--- src/sv/assert_macros.svh ---
// Concurrent assertion helpers, clocked on clk and held off during reset.
`ifndef ASSERT_MACROS_SVH
`define ASSERT_MACROS_SVH

// Same-cycle implication
`define ASSERT_HOLDS(label, ante, cons, msg) \
  label: assert property (@(posedge clk) disable iff (!rst_n) (ante) |-> (cons)) \
    else $error(msg);

// Next-cycle implication
`define ASSERT_NEXT(label, ante, cons, msg) \
  label: assert property (@(posedge clk) disable iff (!rst_n) (ante) |=> (cons)) \
    else $error(msg);

`endif

--- src/sv/crsp_pkg.sv ---
package crsp_pkg;

  localparam int PIX_W = 8;
  localparam int SEL_W = 2;

  typedef logic [PIX_W-1:0] pix_t;

  typedef enum logic [SEL_W-1:0] {
    ANG_45  = 2'd0,
    ANG_135 = 2'd1,
    ANG_225 = 2'd2
  } angle_t;

  // RGB to YUV, Q16
  localparam int KY_R    = 19611;
  localparam int KY_G    = 38459;
  localparam int KY_B    = 7478;
  localparam int KU_R    = 32898;
  localparam int KU_G    = 27578;
  localparam int KU_B    = 5320;
  localparam int KV_R    = 11091;
  localparam int KV_G    = 21807;
  localparam int KV_B    = 32898;
  localparam int RND_FWD = 32767;

  // YUV to RGB, Q16
  localparam int K_LUMA  = 65514;
  localparam int KR_U    = 91469;
  localparam int KG_U    = 46594;
  localparam int KG_V    = 22408;
  localparam int KB_V    = 115655;
  localparam int RND_INV = 32768;

  // floor(x/3) = (x * RECIP3) >> 16 for the small values seen here
  localparam int RECIP3  = 21846;

endpackage

--- src/sv/crsp_if.sv ---
interface crsp_in_if;
  logic                        valid;
  logic                        ready;
  logic [crsp_pkg::PIX_W-1:0]  red_in;
  logic [crsp_pkg::PIX_W-1:0]  green_in;
  logic [crsp_pkg::PIX_W-1:0]  blue_in;
  logic [crsp_pkg::SEL_W-1:0]  angle_select;

  modport source (output valid, red_in, green_in, blue_in, angle_select, input ready);
  modport sink   (input valid, red_in, green_in, blue_in, angle_select, output ready);
endinterface

interface crsp_out_if;
  logic                        valid;
  logic                        ready;
  logic [crsp_pkg::PIX_W-1:0]  red_out;
  logic [crsp_pkg::PIX_W-1:0]  green_out;
  logic [crsp_pkg::PIX_W-1:0]  blue_out;

  modport source (output valid, red_out, green_out, blue_out, input ready);
  modport sink   (input valid, red_out, green_out, blue_out, output ready);
endinterface

interface crsp_cfg_if;
  logic valid;
  logic ready;
  logic chroma_scramble_enable;

  modport source (output valid, chroma_scramble_enable, input ready);
  modport sink   (input valid, chroma_scramble_enable, output ready);
endinterface

--- src/sv/chroma_rotate_scramble_pixel.sv ---
// Channel  Direction  Contents
// in_ch    sink       red_in, green_in, blue_in, angle_select
// out_ch   source     red_out, green_out, blue_out
// cfg_ch   sink       chroma_scramble_enable (always ready)
//
// One pixel a cycle while out_ch is not stalled; input passes to output through the
// RGB-to-YUV, rotation, divide-by-three and YUV-to-RGB register stages.
// Reset clears all stage valid bits and sets the enable register.
// Each stage holds its word only while the stage ahead is full and stalled,
// so bubbles close up and in_ch.ready drops only when all stages are full.
`include "assert_macros.svh"

module chroma_rotate_scramble_pixel (
  input  logic      clk,
  input  logic      rst_n,
  crsp_in_if.sink   in_ch,
  crsp_out_if.source out_ch,
  crsp_cfg_if.sink  cfg_ch
);

  localparam int W = crsp_pkg::PIX_W;

  function automatic logic [W-1:0] chroma_fwd(
    input logic [W-1:0] a,
    input logic [W-1:0] b,
    input logic [W-1:0] c,
    input logic [16:0]  ka,
    input logic [16:0]  kb,
    input logic [16:0]  kc
  );
    logic signed [26:0] acc;
    logic signed [10:0] q;
    acc = $signed({10'b0, ka}) * $signed({19'b0, a})
        - $signed({10'b0, kb}) * $signed({19'b0, b})
        - $signed({10'b0, kc}) * $signed({19'b0, c})
        + 27'(crsp_pkg::RND_FWD);
    q = 11'(acc >>> 16) + 11'sd128;
    if (q < 0) begin
      chroma_fwd = '0;
    end else if (q > 11'sd255) begin
      chroma_fwd = '1;
    end else begin
      chroma_fwd = q[W-1:0];
    end
  endfunction

  function automatic logic [W-1:0] clamp_q16(input logic signed [26:0] acc);
    logic signed [10:0] q;
    q = 11'(acc >>> 16);
    if (q < 0) begin
      clamp_q16 = '0;
    end else if (q > 11'sd255) begin
      clamp_q16 = '1;
    end else begin
      clamp_q16 = q[W-1:0];
    end
  endfunction

  // configuration
  logic enable_r;

  assign cfg_ch.ready = 1'b1;

  always_ff @(posedge clk) begin
    if (!rst_n) begin
      enable_r <= 1'b1;
    end else if (cfg_ch.valid) begin
      enable_r <= cfg_ch.chroma_scramble_enable;
    end
  end

  // stage flow control
  logic s1_valid_r, s2_valid_r, s3_valid_r, out_valid_r;
  logic adv1, adv2, adv3, adv4;

  assign adv4 = !out_valid_r || out_ch.ready;
  assign adv3 = !s3_valid_r || adv4;
  assign adv2 = !s2_valid_r || adv3;
  assign adv1 = !s1_valid_r || adv2;
  assign in_ch.ready = adv1;

  always_ff @(posedge clk) begin
    if (!rst_n) begin
      s1_valid_r  <= 1'b0;
      s2_valid_r  <= 1'b0;
      s3_valid_r  <= 1'b0;
      out_valid_r <= 1'b0;
    end else begin
      if (adv1) begin
        s1_valid_r <= in_ch.valid;
      end
      if (adv2) begin
        s2_valid_r <= s1_valid_r;
      end
      if (adv3) begin
        s3_valid_r <= s2_valid_r;
      end
      if (adv4) begin
        out_valid_r <= s3_valid_r;
      end
    end
  end

  // stage 1: RGB to YUV
  logic [24:0]  y_sum;
  logic [W-1:0] y_nxt, u_nxt, v_nxt;

  assign y_sum = 25'(crsp_pkg::KY_R) * 25'(in_ch.red_in)
               + 25'(crsp_pkg::KY_G) * 25'(in_ch.green_in)
               + 25'(crsp_pkg::KY_B) * 25'(in_ch.blue_in)
               + 25'(crsp_pkg::RND_FWD);
  assign y_nxt = y_sum[23:16];
  assign u_nxt = chroma_fwd(in_ch.red_in, in_ch.green_in, in_ch.blue_in,
                            17'(crsp_pkg::KU_R), 17'(crsp_pkg::KU_G),
                            17'(crsp_pkg::KU_B));
  assign v_nxt = chroma_fwd(in_ch.blue_in, in_ch.red_in, in_ch.green_in,
                            17'(crsp_pkg::KV_B), 17'(crsp_pkg::KV_R),
                            17'(crsp_pkg::KV_G));

  logic                       s1_byp_r;
  logic [W-1:0]               s1_r_r, s1_g_r, s1_b_r;
  logic [W-1:0]               s1_y_r, s1_u_r, s1_v_r;
  logic [crsp_pkg::SEL_W-1:0] s1_sel_r;

  always_ff @(posedge clk) begin
    if (adv1) begin
      s1_byp_r <= !enable_r;
      s1_r_r   <= in_ch.red_in;
      s1_g_r   <= in_ch.green_in;
      s1_b_r   <= in_ch.blue_in;
      s1_sel_r <= in_ch.angle_select;
      s1_y_r   <= y_nxt;
      s1_u_r   <= u_nxt;
      s1_v_r   <= v_nxt;
    end
  end

  // stage 2: rotation
  logic [9:0] ut_nxt, vt_nxt;

  crsp_rotate u_rotate (
    .u      (s1_u_r),
    .v      (s1_v_r),
    .sel    (crsp_pkg::angle_t'(s1_sel_r)),
    .ut_ofs (ut_nxt),
    .vt_ofs (vt_nxt)
  );

  logic         s2_byp_r;
  logic [W-1:0] s2_r_r, s2_g_r, s2_b_r, s2_y_r;
  logic [9:0]   s2_ut_r, s2_vt_r;

  always_ff @(posedge clk) begin
    if (adv2) begin
      s2_byp_r <= s1_byp_r;
      s2_r_r   <= s1_r_r;
      s2_g_r   <= s1_g_r;
      s2_b_r   <= s1_b_r;
      s2_y_r   <= s1_y_r;
      s2_ut_r  <= ut_nxt;
      s2_vt_r  <= vt_nxt;
    end
  end

  // stage 3: desaturate, divide by three through the reciprocal
  logic [24:0]       ud_prod, vd_prod;
  logic signed [8:0] ud_nxt, vd_nxt;

  assign ud_prod = 25'(s2_ut_r) * 25'(crsp_pkg::RECIP3);
  assign vd_prod = 25'(s2_vt_r) * 25'(crsp_pkg::RECIP3);
  assign ud_nxt  = $signed({1'b0, ud_prod[23:16]} - 9'd128);
  assign vd_nxt  = $signed({1'b0, vd_prod[23:16]} - 9'd128);

  logic              s3_byp_r;
  logic [W-1:0]      s3_r_r, s3_g_r, s3_b_r, s3_y_r;
  logic signed [8:0] s3_ud_r, s3_vd_r;

  always_ff @(posedge clk) begin
    if (adv3) begin
      s3_byp_r <= s2_byp_r;
      s3_r_r   <= s2_r_r;
      s3_g_r   <= s2_g_r;
      s3_b_r   <= s2_b_r;
      s3_y_r   <= s2_y_r;
      s3_ud_r  <= ud_nxt;
      s3_vd_r  <= vd_nxt;
    end
  end

  // stage 4: YUV to RGB, clamp, pick bypass
  logic signed [26:0] luma;
  logic signed [26:0] r_acc, g_acc, b_acc;
  logic [W-1:0]       red_nxt, green_nxt, blue_nxt;

  assign luma  = $signed({19'b0, s3_y_r}) * 27'(crsp_pkg::K_LUMA);
  assign r_acc = luma + s3_ud_r * 27'(crsp_pkg::KR_U) + 27'(crsp_pkg::RND_INV);
  assign g_acc = luma - s3_ud_r * 27'(crsp_pkg::KG_U)
               - s3_vd_r * 27'(crsp_pkg::KG_V) + 27'(crsp_pkg::RND_INV);
  assign b_acc = luma + s3_vd_r * 27'(crsp_pkg::KB_V) + 27'(crsp_pkg::RND_INV);

  assign red_nxt   = s3_byp_r ? s3_r_r : clamp_q16(r_acc);
  assign green_nxt = s3_byp_r ? s3_g_r : clamp_q16(g_acc);
  assign blue_nxt  = s3_byp_r ? s3_b_r : clamp_q16(b_acc);

  logic [W-1:0] red_r, green_r, blue_r;

  always_ff @(posedge clk) begin
    if (adv4) begin
      red_r   <= red_nxt;
      green_r <= green_nxt;
      blue_r  <= blue_nxt;
    end
  end

  assign out_ch.valid     = out_valid_r;
  assign out_ch.red_out   = red_r;
  assign out_ch.green_out = green_r;
  assign out_ch.blue_out  = blue_r;

  `ASSERT_HOLDS(a_full_blocks_input,
    s1_valid_r && s2_valid_r && s3_valid_r && out_valid_r && !out_ch.ready, !in_ch.ready,
    "input taken while every stage is full and output stalled")
  `ASSERT_NEXT(a_stalled_stage_holds,
    s3_valid_r && !adv4, s3_valid_r && $stable(s3_y_r) && $stable(s3_ud_r),
    "stage 3 word lost or changed under stall")
  `ASSERT_NEXT(a_accept_lands,
    in_ch.valid && adv1, s1_valid_r,
    "accepted word missing from stage 1")

endmodule

--- src/sv/crsp_rotate.sv ---
// Chroma rotation: centre U/V on 128, rotate by Q1.16 cos/sin, truncate
// toward zero and return each rotated value offset by 384 (Ut + 384).
module crsp_rotate (
  input  logic [crsp_pkg::PIX_W-1:0] u,
  input  logic [crsp_pkg::PIX_W-1:0] v,
  input  crsp_pkg::angle_t           sel,
  output logic [9:0]                 ut_ofs,
  output logic [9:0]                 vt_ofs
);

  logic signed [17:0] cos_c;
  logic signed [17:0] sin_c;
  logic signed [8:0]  du;
  logic signed [8:0]  dv;
  logic signed [27:0] pu;
  logic signed [27:0] pv;
  logic signed [27:0] tu;
  logic signed [27:0] tv;

  always_comb begin
    case (sel)
      crsp_pkg::ANG_45: begin
        cos_c = 18'sd34428;
        sin_c = 18'sd55765;
      end
      crsp_pkg::ANG_135: begin
        cos_c = -18'sd65280;
        sin_c = 18'sd5791;
      end
      // unused selector saturates to the last angle
      default: begin
        cos_c = 18'sd24073;
        sin_c = -18'sd60955;
      end
    endcase
  end

  assign du = $signed({1'b0, u} - 9'd128);
  assign dv = $signed({1'b0, v} - 9'd128);

  assign pu = du * cos_c + dv * sin_c;
  assign pv = dv * cos_c - du * sin_c;

  // round toward zero: bias negative sums before the arithmetic shift
  assign tu = (pu[27] ? (pu + 28'sd65535) : pu) >>> 16;
  assign tv = (pv[27] ? (pv + 28'sd65535) : pv) >>> 16;

  assign ut_ofs = 10'(tu + 28'sd384);
  assign vt_ofs = 10'(tv + 28'sd384);

endmodule
--- src/flat_wrapper.sv ---
// flat-port wrapper written by rule: the top's interface ports become plain ports
module chroma_rotate_scramble_pixel_flat 
  (clk, rst_n, in_ch_valid, in_ch_red_in, in_ch_green_in, in_ch_blue_in, in_ch_angle_select, in_ch_ready, out_ch_valid, out_ch_red_out, out_ch_green_out, out_ch_blue_out, out_ch_ready, cfg_ch_valid, cfg_ch_chroma_scramble_enable, cfg_ch_ready);
  crsp_in_if in_ch_i ();
  crsp_out_if out_ch_i ();
  crsp_cfg_if cfg_ch_i ();
  input  logic clk;
  input  logic rst_n;
  input wire logic [$bits(in_ch_i.valid)-1:0] in_ch_valid;
  input wire logic [$bits(in_ch_i.red_in)-1:0] in_ch_red_in;
  input wire logic [$bits(in_ch_i.green_in)-1:0] in_ch_green_in;
  input wire logic [$bits(in_ch_i.blue_in)-1:0] in_ch_blue_in;
  input wire logic [$bits(in_ch_i.angle_select)-1:0] in_ch_angle_select;
  output wire logic [$bits(in_ch_i.ready)-1:0] in_ch_ready;
  output wire logic [$bits(out_ch_i.valid)-1:0] out_ch_valid;
  output wire logic [$bits(out_ch_i.red_out)-1:0] out_ch_red_out;
  output wire logic [$bits(out_ch_i.green_out)-1:0] out_ch_green_out;
  output wire logic [$bits(out_ch_i.blue_out)-1:0] out_ch_blue_out;
  input wire logic [$bits(out_ch_i.ready)-1:0] out_ch_ready;
  input wire logic [$bits(cfg_ch_i.valid)-1:0] cfg_ch_valid;
  input wire logic [$bits(cfg_ch_i.chroma_scramble_enable)-1:0] cfg_ch_chroma_scramble_enable;
  output wire logic [$bits(cfg_ch_i.ready)-1:0] cfg_ch_ready;
  assign in_ch_i.valid = in_ch_valid;
  assign in_ch_i.red_in = in_ch_red_in;
  assign in_ch_i.green_in = in_ch_green_in;
  assign in_ch_i.blue_in = in_ch_blue_in;
  assign in_ch_i.angle_select = in_ch_angle_select;
  assign in_ch_ready = in_ch_i.ready;
  assign out_ch_valid = out_ch_i.valid;
  assign out_ch_red_out = out_ch_i.red_out;
  assign out_ch_green_out = out_ch_i.green_out;
  assign out_ch_blue_out = out_ch_i.blue_out;
  assign out_ch_i.ready = out_ch_ready;
  assign cfg_ch_i.valid = cfg_ch_valid;
  assign cfg_ch_i.chroma_scramble_enable = cfg_ch_chroma_scramble_enable;
  assign cfg_ch_ready = cfg_ch_i.ready;
  chroma_rotate_scramble_pixel u_core (.clk(clk), .rst_n(rst_n), .in_ch(in_ch_i), .out_ch(out_ch_i), .cfg_ch(cfg_ch_i));
endmodule
--- config.mk ---
export PLATFORM = sky130hd
export DESIGN_NAME = chroma_rotate_scramble_pixel_flat
export DESIGN_NICKNAME = d
export VERILOG_FILES = /design/src/sv/crsp_pkg.sv /design/src/sv/crsp_if.sv /design/src/sv/chroma_rotate_scramble_pixel.sv /design/src/sv/crsp_rotate.sv /design/src/flat_wrapper.sv
export VERILOG_INCLUDE_DIRS = /design/src /design/src/sv
export SDC_FILE = /design/constraint.sdc
export NUM_CORES = 2
export LEC_CHECK = 0
export ABC_AREA = 1
export BUFFER_PORTS_ARGS = -buffer_cell sky130_fd_sc_hd__buf_2
export CELL_PAD_IN_SITES_DETAIL_PLACEMENT = 0
export CELL_PAD_IN_SITES_GLOBAL_PLACEMENT = 1
export CORE_ASPECT_RATIO = 0.5
export CORE_MARGIN = 2
export CORE_UTILIZATION = 45
export DETAILED_ROUTE_END_ITERATION = 16
export GPL_ROUTABILITY_DRIVEN = 0
export PLACE_DENSITY_LB_ADDON = 0.12
export SYNTH_ARGS = -nofsm -noshare
export SYNTH_HDL_FRONTEND = slang
export SYNTH_SLANG_ARGS = --single-unit
export TNS_END_PERCENT = 5
--- constraint.sdc ---
create_clock -name clk -period 19.39 [get_ports clk]
set_input_delay 2.9085 -clock clk [delete_from_list [all_inputs] [get_ports clk]]
set_output_delay 2.9085 -clock clk [all_outputs]
set_load 0.005 [all_outputs]
Yosys cells after proc, flatten, opt, wreduce, memory -nomap -nowiden
Cells that the tools add are included.
{ "totals": {"ff_bits": 184, "word_cells": 114} }
{ "op_classes": {"add_sub_neg": 28, "n_mul": 20, "magnitude_cmp": 10, "eq_ne": 1, "n_mux": 15, "reduce_logical": 10} }
{ "ops": {"columns": ["op", "n"], "rows": [
  ["subtractor 27 bit", 6],
  ["multiplier 9 x 18 -> 27 bit", 4],
  ["multiplier 15 x 8 -> 23 bit (first input constant)", 4],
  ["two-way mux 8 bit", 11],
  ["adder 27 x 17 -> 27 bit (second input constant)", 3],
  ["one-hot mux 18 bit (2 select lines)", 2],
  ["greater-than comparator 11 x 9 -> 1 bit (second input constant)", 5],
  ["less-than comparator 11 x 1 -> 1 bit (second input constant)", 5],
  ["adder 27 x 16 -> 27 bit (second input constant)", 2],
  ["adder 27 bit", 2],
  ["multiplier 9 x 18 -> 27 bit (second input constant)", 2],
  ["adder 26 x 17 -> 26 bit (second input constant)", 2],
  ["two-way mux 26 bit", 2],
  ["multiplier 10 x 14 -> 23 bit (second input constant)", 2],
  ["multiplier 14 x 8 -> 22 bit (first input constant)", 2],
  ["subtractor 8 x 8 -> 9 bit (second input constant)", 4],
  ["adder 27 x 27 -> 28 bit", 1],
  ["subtractor 27 x 27 -> 28 bit", 1],
  ["multiplier 9 x 16 -> 25 bit (second input constant)", 1],
  ["adder 23 x 24 -> 24 bit", 1],
  ["adder 24 x 15 -> 24 bit (second input constant)", 1],
  ["adder 24 x 21 -> 24 bit", 1],
  ["multiplier 16 x 8 -> 24 bit (first input constant)", 1],
  ["multiplier 8 x 15 -> 23 bit (second input constant)", 1],
  ["other kinds (9)", 18]
]} }

Depth between registers and ports, before layout
{ "depth": {"word_depth": 8, "depth_mapped": 42, "mapped_depth_nobuf": 41} }

Cells and area by module
A second synthesis with hierarchy kept.
{ "unflattened": {"cells_unflattened": 7211, "hier_area_um2": 62855.3} }
{ "by_module_without_submodules": {"columns": ["module", "instances", "cells_each", "area_per_inst_um2", "seq_area_each_um2"], "rows": [
  ["chroma_rotate_scramble_pixel", 1, 4905, 42771.0, 5415.2],
  ["crsp_rotate", 1, 2306, 20084.3, 0.0]
]} }

Worst setup path after synthesis
No wires, ideal clock.
{ "synth_timing": {"kind": "input-to-reg", "startpoint": "in in_ch_blue_in[3]", "endpoint": "reg u_core.s1_y_r[7] (data pin)", "arrival_time_ns": 9.356, "slack_ns": 9.759, "path_stages": 29, "path_cell_list": "ha_1 -> inv_1 -> fa_1 -> fa_1 -> inv_1 -> fa_1 -> ha_1 -> inv_1 -> o21ai_0 -> a31oi_1 -> o21ai_1 -> nand2_1 -> a21oi_1 -> xor2_1 -> ha_1 -> inv_1 -> fa_1 -> fa_1 -> fa_1 -> inv_1 -> fa_1 -> ha_1 -> nand2_1 -> nor4_1 -> nand3_1 -> o211ai_1 -> nand2_1 -> o311ai_0 -> xor2_1"} }
{ "synth_via": {"elab_chain_len": 3} }
{ "synth_rtl": {"columns": ["item", "line", "source"], "rows": [
  ["start, declared", "flat_wrapper.sv:12", "input wire logic [$bits(in_ch_i.blue_in)-1:0] in_ch_blue_in;"],
  ["multiplier 12 x 8 -> 20 bit", "chroma_rotate_scramble_pixel.sv:110", "+ 25'(crsp_pkg::KY_B) * 25'(in_ch.blue_in)"],
  ["adder 24 x 21 -> 24 bit", "chroma_rotate_scramble_pixel.sv:110", null],
  ["adder 24 x 15 -> 24 bit", "chroma_rotate_scramble_pixel.sv:111", "+ 25'(crsp_pkg::RND_FWD);"],
  ["net u_core.y_sum[23]", "chroma_rotate_scramble_pixel.sv:105", "logic [24:0] y_sum;"],
  ["end signal, assigned", "chroma_rotate_scramble_pixel.sv:132", "s1_y_r <= y_nxt;"],
  ["end, declared", "chroma_rotate_scramble_pixel.sv:122", "logic [W-1:0] s1_y_r, s1_u_r, s1_v_r;"]
]} }
The timed path passes the listed nets, and every way through them passes these cells.
A chain may end at the register's enable or synchronous reset.

Final worst setup path
{ "layout_timing": {"startpoint": "in in_ch_blue_in[2]", "endpoint": "reg u_core.s1_y_r[7] (data pin)"} }
Same word-level chain as after synthesis.

==> qor.txt <==
gr busiest metal - met2
Mapped Area - 0.0620 sq mm
full die area - 0.141 sq mm
Mapped Cells - 7,048
Hold Path Depth - 0
Layout Skew - 34.6 ps
area grow syn2layout - 5.44%
fmax - 98.0 MHz
CP most frequent cell - fa_1
CTS root buf - clkbuf_16
Worst-path clk slew - 90 ps
share of layout cells above drive strength 1 - 3.05%
Ports - 59
hold endpoint - u_core.s3_g_r[4]
Worst setup SP type - input port
final net count - 9,397
Post-CTS Resized - 0
H-Tree Depth - 4
GR met2 Demand/Resource - 42.3%
FILL cells - 13,443
Final Max Slew Viols - 0
Post-synth EDFFs - 177
maximum fanout along the worst path - 9
Max clock buf depth - 2
chip height - 266 um
drt pass-1 iters - 6
reg2reg path depth - 35
largest net degree at the start of global routing - 54
Critical Path RT - 19,660 ps
Residual DRC - 0
Vias/cell - 5.14
CTS tree - done
antenna violations before repair - 9
fin crit share - 52.6%
GR Util met3 - 3.69%
global-route wire length before repair - 284,000 um
# port buffers - 57
num rows - 96
relative slew slack - 14.7%
r2r setup slk - 9980 ps
slowest stage delay, CP - 560 ps
hold crit path type - reg2reg
sequential area share after synthesis - 8.73%
total routed wirelength - 181,000 um
post-synthesis cell type count - 57
Worst Max-Slew Pin Slew - 1270 ps
worst path buffer plus inverter count - 6
Hold Buf Count CTS - 0
Final TNS setup - 0 ps
die width - 529 um
vias in the first global route - 48,657
Tmin final - 10,200 ps
GR Util met1 - 38.0%
worst-skew pair later-pin latency - 550 ps
unrepaired setup endpoints after global routing - false
Syn Area/Cell - 8.80 sq um
total track usage - 26.5%
crit path DAT - 10,480 ps
maxcap violations - 0
Antenna Nets Post-Route - 0
logic depth of the worst path, buffers included - 30
reg-to-reg critical path endpoint - u_core.s2_vt_r[9]
fraction of registers with async set/reset - 0%
Yosys warnings - 0
HP Start - u_core.s2_g_r[4]
post-CTS setup buffers - 0
Yosys reg bits - 182
dominant synthesized flop cell - edfxtp_1
routed len/inst - 20.1 um
Setup violations, final - 0
total grt overflow - 0
biggest regs - u_core.s2_ut_r: 10 flops, u_core.s2_vt_r: 10 flops
Post-DP HPWL - 162,000 um
Num CTS Buffers - 17
Initial Util - 45.3%
slowest CP cell - fa_1
Hold Vio Cnt, Final - 0
status - finished clean
Crit Path Category - in2reg
total core area - 0.137 sq mm
RR Startpoint - u_core.s1_sel_r[0]
Vias - 46,080
clock sink total - 182
Largest delay share family, worst path - adder cells
CP endpoint kind - flop
1st-iter DRT viols - 3,220
Yosys cell counts (3+ instances only):
library cell / count / share of area, %
a31oi_1: 15 / 0.15
a21boi_0: 5 / 0.061
clkbuf_1: 15 / 0.091
nor2_4: 4 / 0.073
nor2_2: 13 / 0.13
o211ai_1: 10 / 0.12
xor2_1: 161 / 2.3
edfxtp_1: 177 / 8.6
a21oi_1: 328 / 2.6
o21bai_1: 27 / 0.33
or2_1: 5 / 0.050
inv_1: 1884 / 11
a21o_1: 36 / 0.44
fa_1: 1048 / 34
nor2_1: 384 / 2.3
and3_1: 3 / 0.030
a211oi_1: 9 / 0.11
inv_2: 11 / 0.067
or2_2: 13 / 0.13
nand3_1: 189 / 1.5
nand3_2: 5 / 0.081
a31o_2: 3 / 0.042
a21oi_2: 11 / 0.16
o2111ai_1: 6 / 0.085
xnor2_1: 92 / 1.3
and2_1: 9 / 0.091
dfxtp_1: 5 / 0.16
clkinv_1: 4 / 0.024
o21ai_1: 9 / 0.073
a221oi_1: 4 / 0.056
nand2_1: 995 / 6.0
o21ai_0: 158 / 1.3
nor3_2: 5 / 0.081
nor4_1: 15 / 0.15
nor3_1: 49 / 0.40
o31ai_1: 9 / 0.11
nor3b_1: 3 / 0.036
nand4_1: 80 / 0.81
ha_1: 1182 / 24
o21a_1: 10 / 0.12
nand2_2: 22 / 0.22
nand3b_1: 15 / 0.18
cells by family after synthesis:
| kind of cell | Yosys count | share of synthesized area, % |
|---|---|---|
| adders and majority gates | 2230 | 57.7 |
| buffers and inverters | 1918 | 11.6 |
| and+or+nand+nor | 1814 | 12.4 |
| AOI/OAI and AO/OA | 647 | 5.87 |
| xor gates and xnor gates | 255 | 3.64 |
| DFF | 182 | 8.73 |
| other | 2 | 0.0121 |
metrics by stage:
step	hold WS, ps	std cells	setup slack (ps)	instance area (sq um)	util (%)
3_3_place_gp	402	8929	8750	64700	47.3
5_1_grt	436	8962	8600	65400	47.7
6_report	426	8962	9190	65400	47.7
4_1_cts	427	8961	9230	65400	47.7
3_5_place_dp	405	8929	8630	64700	47.3
2_1_floorplan	400	7049	9760	62000	-
cells in the final DEF (no fill, tap or decap), drive strengths merged, types with 17 or more instances in the layout:
| cell | count |
|---|---|
| inv | 1906 |
| ha | 1182 |
| fa | 1048 |
| nand2 | 1019 |
| nor2 | 401 |
| a21oi | 339 |
| nand3 | 194 |
| edfxtp | 177 |
| o21ai | 167 |
| xor2 | 163 |
| xnor2 | 92 |
| buf | 86 |
| nand4 | 82 |
| nor3 | 54 |
| a21o | 36 |
| o21bai | 27 |
| or2 | 18 |
| clkbuf | 17 |
routing by layer:
layer  share of wire [%]  vias up
li1                    -    22046
met1                  47    22709
met2                  45     1126
met3                 5.8      199
met4                 2.3        0
met5                   0        -
worst max path at each step:
stage,startpoint,to
2_1_floorplan,in_ch_blue_in[3],u_core.s1_y_r[7]
3_3_place_gp,in_ch_blue_in[6],u_core.s1_y_r[7]
3_5_place_dp,in_ch_blue_in[6],u_core.s1_y_r[7]
4_1_cts,in_ch_blue_in[6],u_core.s1_y_r[7]
5_1_grt,in_ch_green_in[1],u_core.s1_u_r[0]
6_report,in_ch_blue_in[2],u_core.s1_y_r[7]
area by class of cell:
cell class	count	area (sq um)	share of cell area [%]
Sequential cell	182	5420	8.28
Multi-Input combinational cell	4949	49400	75.6
Inverter	1899	7130	10.9
Clock buffer	17	425	0.651
Timing Repair Buffer	86	503	0.769
Tap cell	1813	2270	3.47
Antenna cell	1	2.50	0.00383
Clock inverter	15	234	0.358
worst reg2reg max path, delay by kind of cell (launching register included):
| family | cells | cell delay (ps) |
|---|---|---|
| flip-flops | 1 | 610 |
| buffers and inverters | 8 | 1340 |
| XOR/XNOR | 2 | 360 |
| adder cells (fa/ha/maj) | 9 | 4080 |
| AND/OR/NAND/NOR | 16 | 2780 |
Power is left out: the tool's default activity adds up to more than one toggle a clock period on the data nets, which glitch-free logic cannot reach.
